**src/design/wcni_pkg.sv**
```systemverilog
package wcni_pkg;

    localparam int QW            = 48;
    localparam int UW            = 47;
    localparam int GW            = 25;
    localparam int TAGW          = 8;
    localparam int IDXW          = 3;
    localparam int GAMMA_BITS    = 24;
    localparam int FRAC_BITS_DEF = 24;
    localparam int QUEUE_DEPTH   = 4;

    localparam logic OP_SNAPSHOT = 1'b0;
    localparam logic OP_CONTACT  = 1'b1;

    localparam logic [IDXW-1:0] REG_GAMMA_IN  = 3'd0;
    localparam logic [IDXW-1:0] REG_GAMMA_SEP = 3'd1;
    localparam logic [IDXW-1:0] REG_SOFTNESS  = 3'd2;
    localparam logic [IDXW-1:0] REG_NORMAL_DZ = 3'd3;
    localparam logic [IDXW-1:0] REG_IMPULSE_DZ = 3'd4;
    localparam logic [IDXW-1:0] REG_MAX_SEP   = 3'd5;
    localparam logic [IDXW-1:0] REG_SEP_ON    = 3'd6;

    localparam logic [GW-1:0] RST_GAMMA_IN   = 25'd14959300;
    localparam logic [GW-1:0] RST_GAMMA_SEP  = 25'd14959300;
    localparam logic [UW-1:0] RST_SOFTNESS   = 47'd13422;
    localparam logic [UW-1:0] RST_NORMAL_DZ  = 47'd16777;
    localparam logic [UW-1:0] RST_IMPULSE_DZ = 47'd8388608;
    localparam logic [UW-1:0] RST_MAX_SEP    = 47'd1677721600000;
    localparam logic          RST_SEP_ON     = 1'b0;

    localparam logic [GW-1:0] GAMMA_ONE = 25'd16777216;
    localparam logic signed [QW-1:0] QMAX = 48'sh7FFF_FFFF_FFFF;
    localparam logic signed [QW-1:0] QMIN = 48'sh8000_0000_0000;

    typedef struct packed {
        logic                   operation;
        logic signed [QW-1:0]   first_x;
        logic signed [QW-1:0]   first_y;
        logic signed [QW-1:0]   first_z;
        logic signed [QW-1:0]   second_x;
        logic signed [QW-1:0]   second_y;
        logic signed [QW-1:0]   second_z;
        logic [UW-1:0]          inv_mass_eff;
        logic                   new_contact;
        logic                   at_bump_stop;
        logic                   velocity_locked;
        logic [TAGW-1:0]        contact_tag;
    } t_item;

    typedef struct packed {
        logic [GW-1:0] gamma_inward;
        logic [GW-1:0] gamma_separating;
        logic [UW-1:0] softness;
        logic [UW-1:0] normal_deadzone;
        logic [UW-1:0] impulse_deadzone;
        logic [UW-1:0] max_separating_speed;
        logic          separating_damping_on;
    } t_cfg;

endpackage

```
**src/design/wcni_fifo.sv**
```systemverilog
module wcni_fifo #(
    parameter int DEPTH = wcni_pkg::QUEUE_DEPTH
) (
    input  logic            i_clk,
    input  logic            i_rst_n,
    input  logic            i_push,
    input  wcni_pkg::t_item i_item,
    output logic            o_full,
    input  logic            i_pop,
    output wcni_pkg::t_item o_item,
    output logic            o_empty
);
    import wcni_pkg::*;

    localparam int AW = (DEPTH > 1) ? $clog2(DEPTH) : 1;
    localparam int CW = $clog2(DEPTH + 1);

    t_item          r_mem [DEPTH];
    logic [AW-1:0]  r_wr;
    logic [AW-1:0]  r_rd;
    logic [CW-1:0]  r_cnt;
    logic           w_push;
    logic           w_pop;

    assign o_full  = (r_cnt == CW'(DEPTH));
    assign o_empty = (r_cnt == '0);
    assign o_item  = r_mem[r_rd];
    assign w_push  = i_push && !o_full;
    assign w_pop   = i_pop && !o_empty;

    always_ff @(posedge i_clk) begin
        if (w_push) begin
            r_mem[r_wr] <= i_item;
        end
    end

    always_ff @(posedge i_clk) begin
        if (!i_rst_n) begin
            r_wr  <= '0;
            r_rd  <= '0;
            r_cnt <= '0;
        end else begin
            if (w_push) begin
                r_wr <= (r_wr == AW'(DEPTH - 1)) ? '0 : r_wr + 1'b1;
            end
            if (w_pop) begin
                r_rd <= (r_rd == AW'(DEPTH - 1)) ? '0 : r_rd + 1'b1;
            end
            if (w_push && !w_pop) begin
                r_cnt <= r_cnt + 1'b1;
            end else if (w_pop && !w_push) begin
                r_cnt <= r_cnt - 1'b1;
            end
        end
    end

endmodule

```
**config.mk**
```make
export PLATFORM = sky130hd
export DESIGN_NAME = wcni_fifo
export DESIGN_NICKNAME = d
export VERILOG_FILES = /design/src/design/wcni_pkg.sv /design/src/design/wcni_fifo.sv
export SDC_FILE = /design/constraint.sdc
export NUM_CORES = 1
export LEC_CHECK = 0
export ABC_CLOCK_PERIOD_IN_PS = 29100
export BUFFER_PORTS_ARGS = -buffer_cell sky130_fd_sc_hd__buf_2
export CORE_UTILIZATION = 31
export CTS_BUF_LIST = sky130_fd_sc_hd__clkbuf_4 sky130_fd_sc_hd__clkbuf_8
export DETAILED_ROUTE_END_ITERATION = 6
export SLEW_MARGIN = 20
export SYNTH_ARGS = -nofsm -noshare
export SYNTH_HDL_FRONTEND = slang
export SYNTH_SLANG_ARGS = --single-unit
```
**constraint.sdc**
```tcl
create_clock -name i_clk -period 29.1 [get_ports i_clk]
set_input_delay 1.455 -clock i_clk [delete_from_list [all_inputs] [get_ports i_clk]]
set_output_delay 1.455 -clock i_clk [all_outputs]
set_load 0.05 [all_outputs]
```
==> flow_summary.toml <==
[floorplanning]
die_w_um = 407
die_h_um = 407
core_area_sq_um = 163000
start_util = 0.312
rows = 148
dieArea_sq_um = 166000
io_pins = 700

[worst_setup_path]
cp-end-kind = "primary output"
slowest_stage = "buf_4"
path_max_fanout = 93
cp.required_ns = 27.65
path_buf_inv = 5
critical_path_arrival_ns = 5.75
cpPeakStageDelay_ns = 0.80
cpLargestDelayFamily = "buffers and inverters"
cp_cell_sequence = "buf_4, buf_4, buf_4, buf_12, mux4_2, buf_2"
worst_path_most_repeated_cell = "buf_4"
path_class = "reg2out"
critPathLaunchType = "flop"

[place]
post_dp_cell_area_sq_um = 56500
place_hpwl_mm = 68.9
portBuffers = 699
dp.cells = 4693
gp_congestion = 0.755

[power_and_ir_drop]
p_sw_w = 0.00215
p_total_w = 0.00599
vdd_drop_max_v = 0.0000709
p_clk_frac = 0.274
power.internal_w = 0.00384
power_switching_share = 0.359
p_leak_nw = 20.0
p_per_area_nw_per_um2 = 98.2
seqPwrFrac = 0.419
combPwrFrac = 0.307

[routing]
via_per_inst = 4.56
drc = 0
vias = 23300
ant_nets = 0
wire_per_inst_um = 21.6
drt_iter0_markers = 1430
drt_wl_total_mm = 111
firstDrtPassIters = 6

[timing]
min_period_ns = 7.21
period_share = 0.248
grt_setup_unrepaired = "false"
setup_viol = 0
fmax_mhz = 139
report.final.slew_viol_count = 0
setup-tns-final_ns = 0
hold_viol_final = 0
skew_ns = 0.0687
tightest_slew_ns = 1.00
slew_headroom = 0.333

[clocking]
cts_tree = "built"
clock_latency_ns = 0.98
h-tree-depth = 4
cts-resized-gates = 0
clk_pin_slew_ns = 0.06
cts_buffer_depth = 3
post-cts-setup-buffers = 0
cts_root_buf = "clkbuf_8"
clock_sinks = 1397
postCtsHoldBufs = 0
numCtsBuffers = 222

[synthesis]
synth_area_per_cell_sq_um = 27.3
yosysUniqueCellTypes = 26
synth_top_area_cell = "edfxtp_1"
ys_top_cells_by_area = "edfxtp_1 (82%), mux4_2 (15%), buf_12 (1.4%)"
ys_seq_elements = 1397
syn-num-nets = 2222
ys_warn_count = 0
syn_inst = 1864
synth-seq-area-share = 0.822
synth_top_area_frac = 0.819
synth_area_sq_um = 50900

[final_layout]
fin_area_sq_um = 61000
area_growth_syn_to_layout_pct = 19.8
layout.cells.non_filler = 5121
fin_nets = 3100
drive_above_1_share = 0.492

[global_route]
grt_use_total = 0.131
grt_pass1_vias = 24700
grt_max_degree = 122
grt-ovfl-total = 0
grt_pass1_wl_mm = 163
antenna_found_initial = 49

[job]
maxCapViolCount = 0

[status]
outcome = "finished, final reports clean"

[min_path]
hp-class = "reg2reg"
-- worst register-to-register path, stage by stage, from the launching register on --
cell and delay (ns):
dfxtp_1 0.45, nor3b_1 0.10, nor2b_1 0.54, and2_4 0.90
buf_4 0.79, buf_4 0.88, buf_4 0.74
-- cell families (layout without fill, tap and decap cells) --
group,Yosys count,in the layout,synth area share
and+or+nand+nor,20,20,0.00202
DFF,1397,1397,0.822
xor gates and xnor gates,2,2,0.000344
muxes,350,350,0.154
other,0,22,0
adders and majority gates,7,7,0.00187
AOI/OAI and AO/OA,5,5,0.000590
buffers and inverters,83,1143,0.0189
-- cells in the mapped netlist --
cell and instances:
ha_1 6, mux4_2 347, buf_2 35, dfxtp_1 9, xnor2_1 1, buf_4 1
nor2_1 2, a21boi_0 1, nor3b_1 1, nor3_1 1, nand2_1 6, buf_12 36
fa_1 1, nor2b_1 2, o21ai_0 3, buf_8 1, clkbuf_1 6, edfxtp_1 1388
and2_1 5, nand3_1 2, buf_6 1, mux2i_1 3, or3_1 1, o31ai_1 1
xor2_1 1, inv_1 3
-- final cells by class --
| cell class | count | area (sq um) |
|---|---|---|
| Fill cell | 14900 | 102000 |
| Sequential cell | 1397 | 41900 |
| Multi-Input combinational cell | 384 | 8100 |
| Timing Repair Buffer | 734 | 3810 |
| Clock buffer | 302 | 3670 |
| Tap cell | 2175 | 2720 |
| Clock inverter | 104 | 746 |
| Antenna cell | 22 | 55.1 |
| Inverter | 3 | 11.3 |
-- flip-flops by register name, indices dropped and copies added (netlist names), named ones only --
| name | count |
|---|---|
| r_mem | 1388 |
| r_cnt | 3 |
| r_rd | 2 |
| r_wr | 2 |
-- power by group through the flow --
stage / Clock, W / Combinational (W) / Sequential [W]
floorplan: 0 / 0.00149 / 0.00260
global placement: 0 / 0.00186 / 0.00255
detailed placement: 0 / 0.00186 / 0.00255
CTS: 0.00170 / 0.00187 / 0.00251
global route: 0.00178 / 0.00192 / 0.00253
finish: 0.00164 / 0.00184 / 0.00251
-- through the flow --
| stage | util | hold WS (ns) | setup WS [ns] |
|---|---|---|---|
| after CTS | 0.374 | 0.510 | 21.49 |
| after global placement | 0.347 | 0.486 | 22.61 |
| after global routing | 0.374 | 0.558 | 21.19 |
| final | 0.374 | 0.506 | 21.89 |
| after detailed placement | 0.347 | 0.502 | 22.63 |
| after floorplan | - | 0.468 | 18.65 |
-- metal layers --
layer	up-vias	wire length [um]	track usage
li1	9970	-	-
met1	12200	44700	0.162
met2	880	52200	0.202
met3	248	10600	0.0605
met4	54	2960	0.0483
met5	-	365	0
-- cells in the final DEF (no fill, tap or decap), types with 2 or more instances in the layout --
cell type   count
mux4_2        347
diode_2        22
clkinv_2       27
inv_8           2
nor2b_1         2
nand3_1         2
and2_4          4
clkbuf_4       78
clkinvlp_4      3
bufinv_16       5
nand2_1         6
clkbuf_8      224
buf_12          4
nor2_1          2
clkinv_4        2
o21ai_0         3
ha_1            6
edfxtp_1     1388
clkinv_8        2
mux2i_1         3
clkinv_1       53
buf_4          31
inv_1           3
dfxtp_1         7
buf_2         699
inv_12          6
dfxtp_4         2
inv_16          3
-- final timing paths --
path / from / to / slack, ns / cells past startpoint
min reg2reg: r_wr[1] / r_wr[1] / 0.51 / 2
max reg2reg: r_cnt[0] / r_mem[0][286] / 24.30 / 6
max: flop / o_item[214] / 21.89 / 6
min: r_wr[1] / r_wr[1] / 0.51 / 2
Note: power is estimated with default switching activity, not from simulation.
