**src/design/wcni_pkg.sv**
```systemverilog
package wcni_pkg;

    localparam int QW            = 48;
    localparam int UW            = 47;
    localparam int GW            = 25;
    localparam int TAGW          = 8;
    localparam int IDXW          = 3;
    localparam int GAMMA_BITS    = 24;
    localparam int FRAC_BITS_DEF = 24;
    localparam int QUEUE_DEPTH   = 4;

    localparam logic OP_SNAPSHOT = 1'b0;
    localparam logic OP_CONTACT  = 1'b1;

    localparam logic [IDXW-1:0] REG_GAMMA_IN  = 3'd0;
    localparam logic [IDXW-1:0] REG_GAMMA_SEP = 3'd1;
    localparam logic [IDXW-1:0] REG_SOFTNESS  = 3'd2;
    localparam logic [IDXW-1:0] REG_NORMAL_DZ = 3'd3;
    localparam logic [IDXW-1:0] REG_IMPULSE_DZ = 3'd4;
    localparam logic [IDXW-1:0] REG_MAX_SEP   = 3'd5;
    localparam logic [IDXW-1:0] REG_SEP_ON    = 3'd6;

    localparam logic [GW-1:0] RST_GAMMA_IN   = 25'd14959300;
    localparam logic [GW-1:0] RST_GAMMA_SEP  = 25'd14959300;
    localparam logic [UW-1:0] RST_SOFTNESS   = 47'd13422;
    localparam logic [UW-1:0] RST_NORMAL_DZ  = 47'd16777;
    localparam logic [UW-1:0] RST_IMPULSE_DZ = 47'd8388608;
    localparam logic [UW-1:0] RST_MAX_SEP    = 47'd1677721600000;
    localparam logic          RST_SEP_ON     = 1'b0;

    localparam logic [GW-1:0] GAMMA_ONE = 25'd16777216;
    localparam logic signed [QW-1:0] QMAX = 48'sh7FFF_FFFF_FFFF;
    localparam logic signed [QW-1:0] QMIN = 48'sh8000_0000_0000;

    typedef struct packed {
        logic                   operation;
        logic signed [QW-1:0]   first_x;
        logic signed [QW-1:0]   first_y;
        logic signed [QW-1:0]   first_z;
        logic signed [QW-1:0]   second_x;
        logic signed [QW-1:0]   second_y;
        logic signed [QW-1:0]   second_z;
        logic [UW-1:0]          inv_mass_eff;
        logic                   new_contact;
        logic                   at_bump_stop;
        logic                   velocity_locked;
        logic [TAGW-1:0]        contact_tag;
    } t_item;

    typedef struct packed {
        logic [GW-1:0] gamma_inward;
        logic [GW-1:0] gamma_separating;
        logic [UW-1:0] softness;
        logic [UW-1:0] normal_deadzone;
        logic [UW-1:0] impulse_deadzone;
        logic [UW-1:0] max_separating_speed;
        logic          separating_damping_on;
    } t_cfg;

endpackage

```
**src/design/wcni_front.sv**
```systemverilog
module wcni_front (
    input  logic           i_push,
    input  wcni_pkg::t_item i_item,
    input  logic           i_q_full,
    output logic           o_full,
    output logic           o_q_push
);
    import wcni_pkg::*;

    logic w_keep;

    // A contact with a zero normal or a zero inverse mass never yields an impulse.
    assign w_keep = (i_item.operation == OP_SNAPSHOT) ||
                    ((i_item.inv_mass_eff != '0) &&
                     ((i_item.first_x != '0) || (i_item.first_y != '0) ||
                      (i_item.first_z != '0)));

    assign o_full   = i_q_full;
    assign o_q_push = i_push && !i_q_full && w_keep;

endmodule

```
**config.mk**
```make
export PLATFORM = sky130hd
export DESIGN_NAME = wcni_front
export DESIGN_NICKNAME = d
export VERILOG_FILES = /design/src/design/wcni_pkg.sv /design/src/design/wcni_front.sv
export SDC_FILE = /design/constraint.sdc
export NUM_CORES = 1
export LEC_CHECK = 0
export ABC_AREA = 1
export BUFFER_PORTS_ARGS = -buffer_cell sky130_fd_sc_hd__buf_4
export CORE_AREA = 2 2 138 140
export DETAILED_ROUTE_END_ITERATION = 7
export DIE_AREA = 0 0 140 142
export PLACE_DENSITY_LB_ADDON = 0.12
export SLEW_MARGIN = 10
export SYNTH_ARGS = -nofsm -noshare
export SYNTH_HDL_FRONTEND = slang
export SYNTH_SLANG_ARGS = --single-unit
```
**constraint.sdc**
```tcl
create_clock -name vclk -period 1.4
set_input_delay 0.35 -clock vclk [all_inputs]
set_output_delay 0.35 -clock vclk [all_outputs]
set_load 0.02 [all_outputs]
```
==> out/results.env, run 1 <==
WORST-ENDPOINT-ARRIVAL_PS=1400
TIGHTEST_SLEW_PS=153.8
PRE_ANTENNA_DRT_ITERS=7
END_KIND='primary output'
SYNTH.YOSYS.SEQ_AREA_SHARE_PCT=0
HOLD_BUFFERS=0
LEAKAGE_nW=1.232
OUTCOME='finished, violations left'
ROUTED_WIRE_LENGTH_UM=5487
FMAX_GHz=0.5705
YOSYS_WARNING_COUNT=0
POST_DETAILED_ROUTE_DRC_MARKER_COUNT=15
PERIOD_NEEDED_PS=1753
CLKBUF_COUNT=0
POST-SYNTH-TOP-AREA-FRACTION_PCT=60.31
PIN_COUNT_OF_THE_BIGGEST_NET_ENTERING_GLOBAL_ROUTING=3
POST_ROUTE_CELLS_DRIVE_ABOVE_1_SHARE_PCT=61.84
LIBRARY_CELL_OCCUPYING_THE_MOST_AREA_IN_THE_POST_SYNTHESIS_NETLIST='sky130_fd_sc_hd__nor2_1'
WORST_EP_REQUIRED_TIME_PS=1050
START_KIND='input pin'
ANTENNA_FOUND_INITIAL=0
SYNTH_AREA_UM2=728.2
HALF_PERIMETER_WIRE_LENGTH_OF_THE_DETAILED_PLACEMENT_RESULT_UM=5171
FINAL-SEQ-AREA_UM2=0
GRT_FIRST_PASS_WIRELENGTH_UM=7514
GRT_UTIL_ALL_LAYERS_PCT=4.640
SYN-MEAN-INSTANCE-AREA_UM2=3.936
NETLIST_CELL_TYPES=11
TIMING.CRITICAL_PATH.FANOUT_MAX=1
DIEAREA_UM2=19880
POST-SYNTH-TOP-COUNT-CELL='sky130_fd_sc_hd__nor2_1'
FLOPS_AND_LATCHES=0
MAX_SLEW_MARGIN_PCT=89.67
VIAS_PER_CELL=2.862
CORE_UM2=18460
UNREPAIRED_SETUP_ENDPOINTS_AFTER_GLOBAL_ROUTING='true'
POWER_PER_CELL_AREA_nW_PER_UM2=205.0
POST-ROUTE-PERIOD-UTIL_PCT=125.2
SLEW_VIOLATIONS=0
GPL.FINAL_WEIGHTED_CONGESTION=0.7175
SYNTH_AREA_LEADERS='sky130_fd_sc_hd__nor2_1 60%, sky130_fd_sc_hd__nand2_1 25%, sky130_fd_sc_hd__nand4_1 4.3%, sky130_fd_sc_hd__and2_1 2.6%, sky130_fd_sc_hd__inv_1 2.6%'
ANTENNA-DIODE-COUNT=0
FILL_CELLS=2154
HOLDCRITPATHCLASS='in2out'
PLACE_WORST_SETUP_SLACK_PS=-546.5
TOP_CELLS_BY_INSTANCE_COUNT_AFTER_SYNTHESIS='117 x sky130_fd_sc_hd__nor2_1, 49 x sky130_fd_sc_hd__nand2_1, 5 x sky130_fd_sc_hd__inv_1, 5 x sky130_fd_sc_hd__nand4_1, 3 x sky130_fd_sc_hd__and2_1'
FAILING_CHECKS='design-rule violations, negative setup slack'
SETUP_VIOL_COUNT_FINAL=1
GRT_PASS1_VIAS=1682
HOLD-WORST-SLACK_PS=918.8
FINALPOWER_mW=0.5480
DETAIL_ROUTE.WL_PER_CELL_UM=8.936
COUNT_OF_ENDPOINTS_FAILING_HOLD_IN_THE_FINAL_TIMING_REPORT=0
SETUP.WORST_PATH.CLASS='in2out'
NUM_VIAS=1757
FLOORPLAN.DIE.HEIGHT_UM=142
INITIAL_UTILIZATION_PCT=3.946
NETLIST_INSTANCES=185
PIN_COUNT=351
MAX_CAP_VIOLATIONS=0
ANTENNA_VIOLATING_NETS_POST_ROUTE=0
SYN_TO_FINAL_GROWTH_PCT=267.0
NUM-NETS-FINAL=731
GRT_OVERFLOW=0
DIE_W_UM=140
STD_CELL_ROWS=50
FINAL_CELLS=614
NUMPORTBUFFERS=196
SYN_NETS=534
FIN_WS_PS=-352.9
IRDROPWORSTVDD_uV=45.98
PLACEDCELLCOUNT=615
INITIALDRTVIOLATIONCOUNT=50
-- critical path: stages --
cell and delay (ps):
sky130_fd_sc_hd__buf_4 120, sky130_fd_sc_hd__nor2_4 80, sky130_fd_sc_hd__nand2_1 60, sky130_fd_sc_hd__nor2_2 120
sky130_fd_sc_hd__nand2_2 80, sky130_fd_sc_hd__nor2_2 120, sky130_fd_sc_hd__nand3_2 90, sky130_fd_sc_hd__o21bai_1 170
sky130_fd_sc_hd__a21oi_2 70, sky130_fd_sc_hd__buf_6 130
-- placed cells by master, fill, tap and decap left out --
master	Yosys	routed
sky130_fd_sc_hd__buf_4	1	179
sky130_fd_sc_hd__nor2_1	117	84
sky130_fd_sc_hd__nand2_1	49	46
sky130_fd_sc_hd__nor2_2	1	29
sky130_fd_sc_hd__buf_6	0	17
sky130_fd_sc_hd__nor2_4	0	5
sky130_fd_sc_hd__nand4_1	5	5
sky130_fd_sc_hd__inv_1	5	5
sky130_fd_sc_hd__nand2_2	0	3
sky130_fd_sc_hd__and2_1	3	3
sky130_fd_sc_hd__nand3_2	0	1
sky130_fd_sc_hd__nor3_1	1	1
sky130_fd_sc_hd__o21bai_1	1	1
sky130_fd_sc_hd__a21oi_2	0	1
-- power breakdown --
part | total (mW) | internal, mW | switching (mW)
clock | 0 | 0 | 0
sequential | 0 | 0 | 0
combinational | 0.548 | 0.407 | 0.141
total | 0.548 | 0.407 | 0.141
-- cell type report --
cell class                      count  area (um2)  area share [%]
Tap cell                          234       292.8           10.96
Inverter                            5       18.77          0.7022
Timing Repair Buffer              196        1535           57.44
Multi-Input combinational cell    179       825.8           30.90
-- kinds of logic (layout without fill, tap and decap cells) --
kind of cell           after synthesis  count (layout)  share of synthesized area [%]
AOI/OAI and AO/OA                    2               2                          1.718
buffers and inverters                6             201                          3.609
and+or+nand+nor                    177             177                          94.67
-- through the flow --
step	cell area, um2	util (%)	TNS [ps]
finish	2673	14.48	-352.9
floorplan	732.0	-	-21.41
global placement	2496	13.53	-562.3
detailed placement	2496	13.53	-546.5
CTS	2569	13.92	-430.7
global route	2673	14.48	-480.1
-- metal layers --
metal	up-vias	routed length (um)	track usage, %	part of all wire [%]
met1	695	1921	5.121	35
met4	0	0	0	0
li1	953	-	-	-
met5	-	0	0	0
met3	0	627	0.9758	11
met2	109	2938	9.593	54
-- final timing paths --
check | depth (start not counted) | endpoint | slack, ps | start
hold / removal | 2 | o_full | 920 | i_q_full
setup / recovery | 10 | o_q_push | -350 | i_item[335]
-- timing repair --
item / in CTS / in global routing
buffers inserted: 0 / 0
setup endpoints to repair: 1 / 1
pin swaps: 26 / 26
gates resized for setup: 25 / 34
No activity file was read; power rests on OpenSTA's default activity.
==> run 2, diff against run 1 <==
--- a/config.mk
+++ b/config.mk
@@ -7,9 +7,11 @@
 export LEC_CHECK = 0
 export ABC_AREA = 1
 export BUFFER_PORTS_ARGS = -buffer_cell sky130_fd_sc_hd__buf_4
-export CORE_AREA = 2 2 138 140
+export CELL_PAD_IN_SITES_DETAIL_PLACEMENT = 2
+export CELL_PAD_IN_SITES_GLOBAL_PLACEMENT = 2
+export CORE_AREA = 2 2 136 138
 export DETAILED_ROUTE_END_ITERATION = 7
-export DIE_AREA = 0 0 140 142
+export DIE_AREA = 0 0 138 140
 export PLACE_DENSITY_LB_ADDON = 0.12
 export SLEW_MARGIN = 10
 export SYNTH_ARGS = -nofsm -noshare
==> run 2 against run 1 <==
Net effect: the run ends with negative setup slack left; maximum frequency increased by 0.73%; non-clock buffer count did not move; core utilization up 0.73 points; final area grew 1.2%; sequential cell count is the same; sequential share of layout area did not move; cell count decreased by 0.81%; die area shrank 2.8%; critical path depth unchanged; worst setup slack gained 13 ps; via count is 6.3% higher; count of clock-buffer cells in the layout unchanged; critical endpoint unchanged; largest cell class unchanged; largest power group unchanged; highest routed layer unchanged.
==> out/results.env, run 2 (synthesized netlist as in run 1, its figures left out) <==
OUTCOME='finished, violations left'
FAILING_CHECKS='negative setup slack'
ANTENNA_FOUND_INITIAL=0
COMMONEST_CELLS_AFTER_ROUTING_FILL_AND_TAPS_ASIDE='172 x sky130_fd_sc_hd__buf_4, 81 x sky130_fd_sc_hd__nor2_1, 48 x sky130_fd_sc_hd__nand2_1'
CTS_SETUP_BUFFERS=0
CLKBUF_COUNT=0
SYN_TO_FINAL_GROWTH_PCT=271.5
GPL.FINAL_WEIGHTED_CONGESTION=0.6892
LAYOUT.CORE_UTILIZATION_PCT=15.21
STD_CELL_ROWS=49
NUM_VIAS=1867
START_KIND='input pin'
ANTENNA_VIOLATING_NETS_POST_ROUTE=0
GRT_UTIL_ALL_LAYERS_PCT=6.345
MIN_PATH_CELLS=2
PRE_ANTENNA_DRT_ITERS=2
INITIAL_UTILIZATION_PCT=4.096
PIN_COUNT=351
PIN_COUNT_OF_THE_BIGGEST_NET_ENTERING_GLOBAL_ROUTING=3
HALF_PERIMETER_WIRE_LENGTH_OF_THE_DETAILED_PLACEMENT_RESULT_UM=6427
POST-ROUTE-PERIOD-UTIL_PCT=124.3
POST_ROUTE_CELLS_DRIVE_ABOVE_1_SHARE_PCT=62.11
DIE_W_UM=138
GRT_FIRST_PASS_WIRELENGTH_UM=10210
UNREPAIRED_SETUP_ENDPOINTS_AFTER_GLOBAL_ROUTING='true'
SETUP.WORST_PATH.CLASS='in2out'
MAX_SLEW_MARGIN_PCT=85.86
POST_DETAILED_ROUTE_DRC_MARKER_COUNT=0
GRT_PASS1_VIAS=2163
DIEAREA_UM2=19320
POWER_PER_CELL_AREA_nW_PER_UM2=211.3
WORST-ENDPOINT-ARRIVAL_PS=1390
HOLD_BUFFERS=0
INITIALDRTVIOLATIONCOUNT=6
TIMING.CRITICAL_PATH.FANOUT_MAX=1
FINALPOWER_mW=0.5717
SETUP_VIOL_COUNT_FINAL=1
ANTENNA-DIODE-COUNT=0
END_KIND='primary output'
FLOORPLAN.DIE.HEIGHT_UM=140
LEAKAGE_nW=1.241
NUM-NETS-FINAL=731
FMAX_GHz=0.5746
COUNT_OF_ENDPOINTS_FAILING_HOLD_IN_THE_FINAL_TIMING_REPORT=0
DETAIL_ROUTE.WL_PER_CELL_UM=10.96
NUMPORTBUFFERS=196
FIN_WS_PS=-340.2
HOLD-WORST-SLACK_PS=917.6
GRT_OVERFLOW=0
PERIOD_NEEDED_PS=1740
ROUTED_WIRE_LENGTH_UM=6676
FINAL_COMMON_CELL='sky130_fd_sc_hd__buf_4'
FLOPS_AND_LATCHES=0
SLEW_VIOLATIONS=0
FINAL-SEQ-AREA_UM2=0
CORE_UM2=17780
WORST_EP_REQUIRED_TIME_PS=1050
HOLDCRITPATHCLASS='in2out'
TIGHTEST_SLEW_PS=210.5
IRDROPWORSTVDD_uV=49.21
PLACE_WORST_SETUP_SLACK_PS=-498.0
MAX_CAP_VIOLATIONS=0
VIAS_PER_CELL=3.066
-- run 2: cell counts in the layout (fill, tap and decap cells not counted) --
Identical to the previous run, type by type.
-- run 2: final cells by class --
class	count	area, um2
fillers	2185	15070
inverters	5	18.77
multi-input cells	179	838.3
well taps	229	286.5
repair buffers	196	1562
-- run 2: metal layers --
layer  track usage [%]  vias up  part of all wire [%]
met2             13.11      103                    56
met3             1.709        0                   8.5
met4                 0        0                     0
met1             6.749      811                    36
li1                  -      953                     -
met5                 0        -                     0
-- run 2: critical path: stages --
cell and delay (ps):
sky130_fd_sc_hd__buf_4 110, sky130_fd_sc_hd__nor2_2 90, sky130_fd_sc_hd__nand2_1 60, sky130_fd_sc_hd__nor2_2 150
sky130_fd_sc_hd__nand2_1 90, sky130_fd_sc_hd__nor2_2 110, sky130_fd_sc_hd__nand3_2 70, sky130_fd_sc_hd__o21bai_1 150
sky130_fd_sc_hd__a21oi_2 70, sky130_fd_sc_hd__buf_6 130
-- run 2: what timing repair did --
item                                    CTS  global route
resized for setup                        33            36
pin swaps                                35            36
endpoints found under the setup margin    1             1
gates cloned                              0             0
-- run 2: power breakdown --
group | internal (mW) | total [mW] | switching (mW)
clock | 0 | 0 | 0
sequential | 0 | 0 | 0
combinational | 0.417 | 0.572 | 0.155
-- run 2: path summary, 6_finish.rpt --
path | start | slack [ps] | to
worst min-delay path | i_q_full | 920 | o_full
worst max-delay path | i_item[329] | -340 | o_q_push
-- run 2: through the flow --
step	TNS, ps	area, um2	instances
detailed placement	-498.0	2482	609
finish	-340.2	2705	609
floorplan	-21.41	732.0	185
CTS	-401.7	2591	609
global route	-491.4	2705	609
global placement	-482.6	2482	609
==> run 3, diff against run 2 <==
==> constraint.sdc (replaced) <==
create_clock -name vclk -period 1.4
set_input_delay 0.35 -clock vclk [all_inputs]
set_output_delay 0.35 -clock vclk [all_outputs]
set_load 0.1 [all_outputs]
==> run 3 against run 2 <==
Net effect: the run still ends with negative setup slack left; via count decreased by 1.3%; highest routed layer unchanged; non-clock buffer count unchanged; worst setup slack got worse by 76 ps; cell count unchanged; critical endpoint unchanged.
==> out/results.env, run 3 (synthesized netlist as in run 1, its figures left out) <==
COUNT_OF_ENDPOINTS_FAILING_HOLD_IN_THE_FINAL_TIMING_REPORT=0
INITIAL_UTILIZATION_PCT=4.096
HOLD-PATH-ENDPOINT='o_q_push'
SETUP_VIOL_COUNT_FINAL=1
POST_ROUTE_CELLS_DRIVE_ABOVE_1_SHARE_PCT=58.68
PATH_CELLS='buf_4, nor2_4, nand2_1, nor2_1, nand2_1, nor2_2, nand3_2, o21bai_4, a21oi_4, buf_12'
HOLD-WORST-SLACK_PS=1015
END_KIND='primary output'
FINAL-SEQ-AREA_UM2=0
FIN_WS_PS=-416.4
CLKBUF_COUNT=0
ANTENNA_FOUND_INITIAL=0
FLOPS_AND_LATCHES=0
NUMPORTBUFFERS=196
NUM-NETS-FINAL=731
MAX_SLEW_MARGIN_PCT=81.57
GRT_OVERFLOW=0
TIGHTEST_SLEW_PS=278.8
CORE_UM2=17780
LEAKAGE_nW=1.227
START_KIND='input pin'
HOLD_BUFFERS=0
GRT_UTIL_ALL_LAYERS_PCT=6.670
COMMONEST_CELLS_AFTER_ROUTING_FILL_AND_TAPS_ASIDE='187 x sky130_fd_sc_hd__buf_4, 95 x sky130_fd_sc_hd__nor2_1, 48 x sky130_fd_sc_hd__nand2_1'
POWER_PER_CELL_AREA_nW_PER_UM2=215.2
SETUP.WORST_PATH.CLASS='in2out'
HOLDCRITSTARTPOINT='i_item[346]'
POST-ROUTE-PERIOD-UTIL_PCT=129.7
DETAIL_ROUTE.WL_PER_CELL_UM=11.22
FLOORPLAN.DIE.HEIGHT_UM=140
MIN_PATH_CELLS=3
POST_DETAILED_ROUTE_DRC_MARKER_COUNT=0
ANTENNA-DIODE-COUNT=0
SYN_TO_FINAL_GROWTH_PCT=260.0
WORST_EP_REQUIRED_TIME_PS=1050
GRT_FIRST_PASS_WIRELENGTH_UM=10700
SLEW_VIOLATIONS=0
MAX_CAP_VIOLATIONS=0
LAYOUT.CORE_UTILIZATION_PCT=14.74
IRDROPWORSTVDD_uV=76.12
DIEAREA_UM2=19320
FINAL_COMMON_CELL='sky130_fd_sc_hd__buf_4'
OUTCOME='finished, violations left'
SETUP-TNS-FINAL_PS=-416.4
VIAS_PER_CELL=3.025
ROUTED_WIRE_LENGTH_UM=6833
UNREPAIRED_SETUP_ENDPOINTS_AFTER_GLOBAL_ROUTING='true'
WORST-ENDPOINT-ARRIVAL_PS=1470
FMAX_GHz=0.5505
WORST_PATH_LARGEST_CELL_DELAY_PS=160
FILL_CELLS=2143
CP_SLOWEST_CELL='sky130_fd_sc_hd__nor2_2'
PIN_COUNT_OF_THE_BIGGEST_NET_ENTERING_GLOBAL_ROUTING=3
PIN_COUNT=351
HALF_PERIMETER_WIRE_LENGTH_OF_THE_DETAILED_PLACEMENT_RESULT_UM=6622
INITIALDRTVIOLATIONCOUNT=13
PRE_ANTENNA_DRT_ITERS=2
PATH_COMMON_CELL='sky130_fd_sc_hd__nand2_1'
GPL.FINAL_WEIGHTED_CONGESTION=0.6926
CTS_SETUP_BUFFERS=0
STD_CELL_ROWS=49
FAILING_CHECKS='negative setup slack'
GRT_PASS1_VIAS=2130
HOLDCRITPATHCLASS='in2out'
TIMING.CRITICAL_PATH.FANOUT_MAX=1
NUM_VIAS=1842
PERIOD_NEEDED_PS=1816
DIE_W_UM=138
AREA_USED_BY_MULTI_INPUT_COMBINATIONAL_LOGIC_UM2=802.0
ANTENNA_VIOLATING_NETS_POST_ROUTE=0
==> run 3: per-layer routing <==
metal | routed length, um | share of wire [%] | track usage, % | vias to the layer above
met5 | 0 | 0 | 0 | -
li1 | - | - | - | 953
met1 | 2658 | 39 | 7.575 | 790
met3 | 555 | 8.1 | 1.436 | 0
met2 | 3619 | 53 | 13.44 | 99
met4 | 0 | 0 | 0 | 0
==> run 3: metrics by stage <==
stage                     worst slack [ps]  area (um2)  power [mW]  instances
after global placement              -627.6        2501      0.5295        609
after CTS                           -475.8        2586      0.5657        609
after floorplan                     -360.4       750.7      0.1047        185
final                               -416.4        2621      0.5641        609
after global routing                -548.0        2621      0.6256        609
after detailed placement            -653.1        2501      0.5427        609
==> run 3: worst max path at each step <==
stage,start,endpoint,depth (start not counted)
finish,i_item[343],o_q_push,10
global route,i_item[285],o_q_push,10
CTS,i_item[338],o_q_push,10
detailed placement,i_item[343],o_q_push,10
global placement,i_item[343],o_q_push,10
floorplan,i_item[18],o_q_push,8
==> run 3: final cells by class <==
cell class,instances,share of cell area [%]
Timing Repair Buffer,196,57.76
Multi-Input combinational cell,179,30.60
Tap cell,229,10.93
Inverter,5,0.7160
==> run 3: worst max-delay path, delay by kind of cell <==
family                 cells  cell delay [ps]
AOI/OAI and AO/OA          2              210
buffers and inverters      2              280
and+or+nand+nor            6              610
==> run 3: what timing repair did <==
| item | CTS | global route |
|---|---|---|
| setup endpoints to repair | 1 | 1 |
| gates resized for setup | 26 | 12 |
| pin swaps | 23 | 9 |
==> run 3: power breakdown <==
part	internal, mW	leakage, nW	switching (mW)
sequential	0	0	0
clock	0	0	0
combinational	0.400	1.23	0.165
total	0.400	1.23	0.165
